### src/hw/rtl/dpw_cdiv.sv
// Pipelined unsigned division by a constant: reciprocal estimate, remainder, correction.
`timescale 1ns / 1ps

module dpw_cdiv #(
	parameter int NW  = 28,
	parameter int DIV = 625
) (
	input  logic                   clk,
	input  logic                   en,
	input  logic [NW-1:0]          n,
	output logic [NW-1:0]          q,
	output logic [$clog2(DIV)-1:0] r
);

	localparam longint unsigned RECIP_FULL = (64'd1 << 32) / DIV;
	localparam int RW = $clog2(RECIP_FULL + 1);
	localparam logic [RW-1:0] RECIP = RW'(RECIP_FULL);
	localparam int DW = $clog2(DIV);

	logic [NW+RW-1:0] est;
	logic [NW-1:0]    n_s1, q0_s1, q0_s2, q_s3;
	logic [DW:0]      r0_s2;
	logic [DW-1:0]    r_s3;

	// Estimate is the true quotient or one below it
	assign est = (NW+RW)'(n) * (NW+RW)'(RECIP);

	always_ff @(posedge clk) begin
		if (en) begin
			n_s1  <= n;
			q0_s1 <= NW'(est >> 32);
			q0_s2 <= q0_s1;
			r0_s2 <= (DW+1)'(n_s1 - NW'(q0_s1 * NW'(DIV)));
			// Fix up an estimate that fell one short
			if (r0_s2 >= (DW+1)'(DIV)) begin
				q_s3 <= q0_s2 + NW'(1);
				r_s3 <= DW'(r0_s2 - (DW+1)'(DIV));
			end else begin
				q_s3 <= q0_s2;
				r_s3 <= DW'(r0_s2);
			end
		end
	end

	assign q = q_s3;
	assign r = r_s3;

endmodule

### config.mk
export PLATFORM = sky130hd
export DESIGN_NAME = dpw_cdiv
export DESIGN_NICKNAME = d
export VERILOG_FILES = /design/src/hw/rtl/dpw_cdiv.sv
export SDC_FILE = /design/constraint.sdc
export NUM_CORES = 1
export LEC_CHECK = 0
export BUFFER_PORTS_ARGS = -buffer_cell sky130_fd_sc_hd__buf_4
export CAP_MARGIN = 20
export CORE_MARGIN = 10
export CORE_UTILIZATION = 25
export CTS_CLUSTER_DIAMETER = 40
export DETAILED_ROUTE_END_ITERATION = 10
export MAX_ROUTING_LAYER = met4
export PLACE_DENSITY = 0.42
export REMOVE_ABC_BUFFERS = 1
export SYNTH_ARGS = -nofsm -noshare
export SYNTH_HDL_FRONTEND = slang
export SYNTH_SLANG_ARGS = --single-unit
### constraint.sdc
create_clock -name clk -period 6.7 [get_ports clk]
set_input_delay 0.335 -clock clk [delete_from_list [all_inputs] [get_ports clk]]
set_output_delay 0.335 -clock clk [all_outputs]
set_load 0.01 [all_outputs]
==> reports/metrics.csv <==
metric;value;unit
status;finished clean;
criticalPathCategory;in2reg;
max_stage_delay;600;ps
synth_cell_types;54;
syn_to_final_growth;15.3;%
use_met1;14.3;%
clkSinkCount;90;
routabilityCongestion;0.842;
critical_path_peak_fanout;8;
startpoint_type;input port;
die_y;273;um
cts_htree_levels;3;
final_nets;2266;
via_per_inst;3.98;
synthFlopType;edfxtp_1;
grt_first_pass_wirelength;64100;um
fin_setup_tns;0;ps
grt_antenna_before_repair;0;
post-route-drc-count;0;
place_hpwl;37000;um
cts_tree;yes;
clock_skew;5.88;ps
drtPass1Iterations;4;
clk_latency;340;ps
io_pins;68;
ant_nets;0;
async_flop_share;0;%
grt_pass1_vias;11200;
synth_top_area_share;33.9;%
wire_per_inst;15.9;um
critical_path_required;6780;ps
path_cells;buf_4, buf_4, ha_1, inv_1, fa_1, inv_1, fa_1, fa_1, fa_1, fa_1, fa_1, ha_1, a21oi_1, o21ai_0, a2111oi_4, o211ai_2, a221oi_4, o221ai_4, a211oi_4, buf_6, o21a_4, o311ai_1;
cp_common_cell;fa_1;
busiest_layer;met2;
hold_viol;0;
synth_area_leaders;fa_1, ha_1, edfxtp_1;
tightest_slew;743;ps
synthesis.area;0.0160;mm^2
synth_edf_count;90;
clockBufferDepth;2;
hold_buffers;0;
fin_crit;6410;ps
maxCapViolCount;0;
cp_data_arrival_time;6490;ps
syn-mean-instance-area;10.5;um^2
drt_iter0_drc;475;
ys_ff_latch;90;
setup_viol;0;
drt_wl_total;40000;um
start_util;25.3;%
via_count;10000;
grt.total_usage;11.4;%
min_period_over_period;95.7;%
clk_pin_slew;60;ps
core;0.0632;mm^2
portBuffers;59;
drv_slew;0;
overflow;0;
yosysMostFrequentCell;inv_1;
slowest_stage;fa_1;
fill_cells;6656;
cts_buffers;9;
synthCells;1514;
diodes;0;
yosysWarnings;0;
hold_path.class;in2reg;
use_met3;0.707;%
synth_top_area_cell;fa_1;
synthTopCellsByCount;inv_1, ha_1, fa_1;
num_rows;92;
grt_util_met2;20.5;%
cts_root_buffer;clkbuf_16;
slew_headroom;50.5;%
endpoint_kind;register;
drive_above_1_share;10.6;%
die_w;273;um
grt_max_degree;54;
synth_seq_area_share;16.9;%
max_freq;0.156;GHz
dieArea;0.0744;mm^2
[routing by layer]
metal | vias to the layer above | share of wire (%)
li1 | 4961 | -
met1 | 4977 | 45
met2 | 82 | 53
met3 | 19 | 2.1
met4 | 0 | 0.70
met5 | - | 0
[cell usage in the layout (no fill, tap or decap), types with 3 or more instances in the layout]
master | Yosys | final
nor4_1 | 3 | 3
ha_1 | 295 | 294
xor2_1 | 20 | 20
o2111ai_1 | 4 | 4
nand3_1 | 17 | 17
o31a_1 | 3 | 3
nand2b_1 | 6 | 6
a211oi_1 | 4 | 3
nor2b_1 | 4 | 4
nor3_1 | 6 | 6
or3_1 | 3 | 3
nor2_1 | 27 | 27
o21ai_0 | 20 | 20
o211ai_1 | 3 | 3
inv_1 | 522 | 522
nand2_1 | 43 | 43
o21a_1 | 5 | 5
a21o_1 | 19 | 19
fa_1 | 270 | 270
a21oi_1 | 38 | 38
xnor2_1 | 51 | 51
conb_1 | 1 | 8
edfxtp_1 | 90 | 90
clkbuf_16 | 0 | 9
buf_4 | 8 | 148
nand4_1 | 12 | 12
and3_1 | 5 | 5
[flip-flops by register name, indices dropped and copies added (netlist names)]
name   count
q0_s1     19
r         10
n_s1      11
r0_s2     11
q0_s2     19
q         20
[final cells by class]
class,instances,area [um^2],share of cell area [%]
well taps,846,1060,5.75
clock buffers,10,229,1.24
inverters,522,1960,10.6
repair buffers,149,1120,6.10
flip-flops and latches,90,2700,14.7
multi-input cells,899,11300,61.3
clock inverters,6,42.5,0.231
[worst max-delay path, delay by kind of cell]
family                     cells  cell delay, ps
AOI/OAI and AO/OA              9            1900
adders and majority gates      8            3620
buffers and inverters          5             610
[timing repair]
item                                    in CTS  in global routing
resized for setup                            0                  4
endpoints found under the setup margin       0                  8
setup buffers                                0                  0
[kinds of logic (layout without fill, tap and decap cells)]
family	after synthesis	in the layout	synth area share (%)
multiplexers	1	1	0.0627
buffers and inverters	532	687	12.7
adder cells (fa/ha/maj)	565	565	57.0
AND/OR/NAND/NOR	134	134	4.05
XOR/XNOR	71	71	3.90
AO/OA/AOI/OAI	120	120	5.35
flip-flops	90	90	16.9
other	1	8	0.0235
[through the flow]
stage / cell area (um^2) / util [%] / hold WS (ps) / instances / worst slack (ps)
2_1_floorplan: 15900 / - / 400 / 1511 / 141
3_3_place_gp: 18100 / 28.6 / 411 / 2506 / -126
3_5_place_dp: 18100 / 28.6 / 405 / 2506 / -172
4_1_cts: 18400 / 29.1 / 366 / 2522 / 196
5_1_grt: 18400 / 29.1 / 375 / 2522 / -12.3
6_report: 18400 / 29.1 / 370 / 2522 / 290
[path summary, 6_finish.rpt]
path / startpoint / endpoint / depth (start not counted) / slack, ps
worst max-delay path: n[12] / q0_s1[16] / 22 / 290
worst min-delay path: n[2] / n_s1[2] / 2 / 370
worst max register to register: q0_s1[0] / r0_s2[10] / 16 / 2660
worst min register to register: q0_s1[11] / q0_s2[11] / 0 / 420
Power is not shown: default switching activity piles up to over one toggle a cycle in this logic, so the estimate is an artifact.
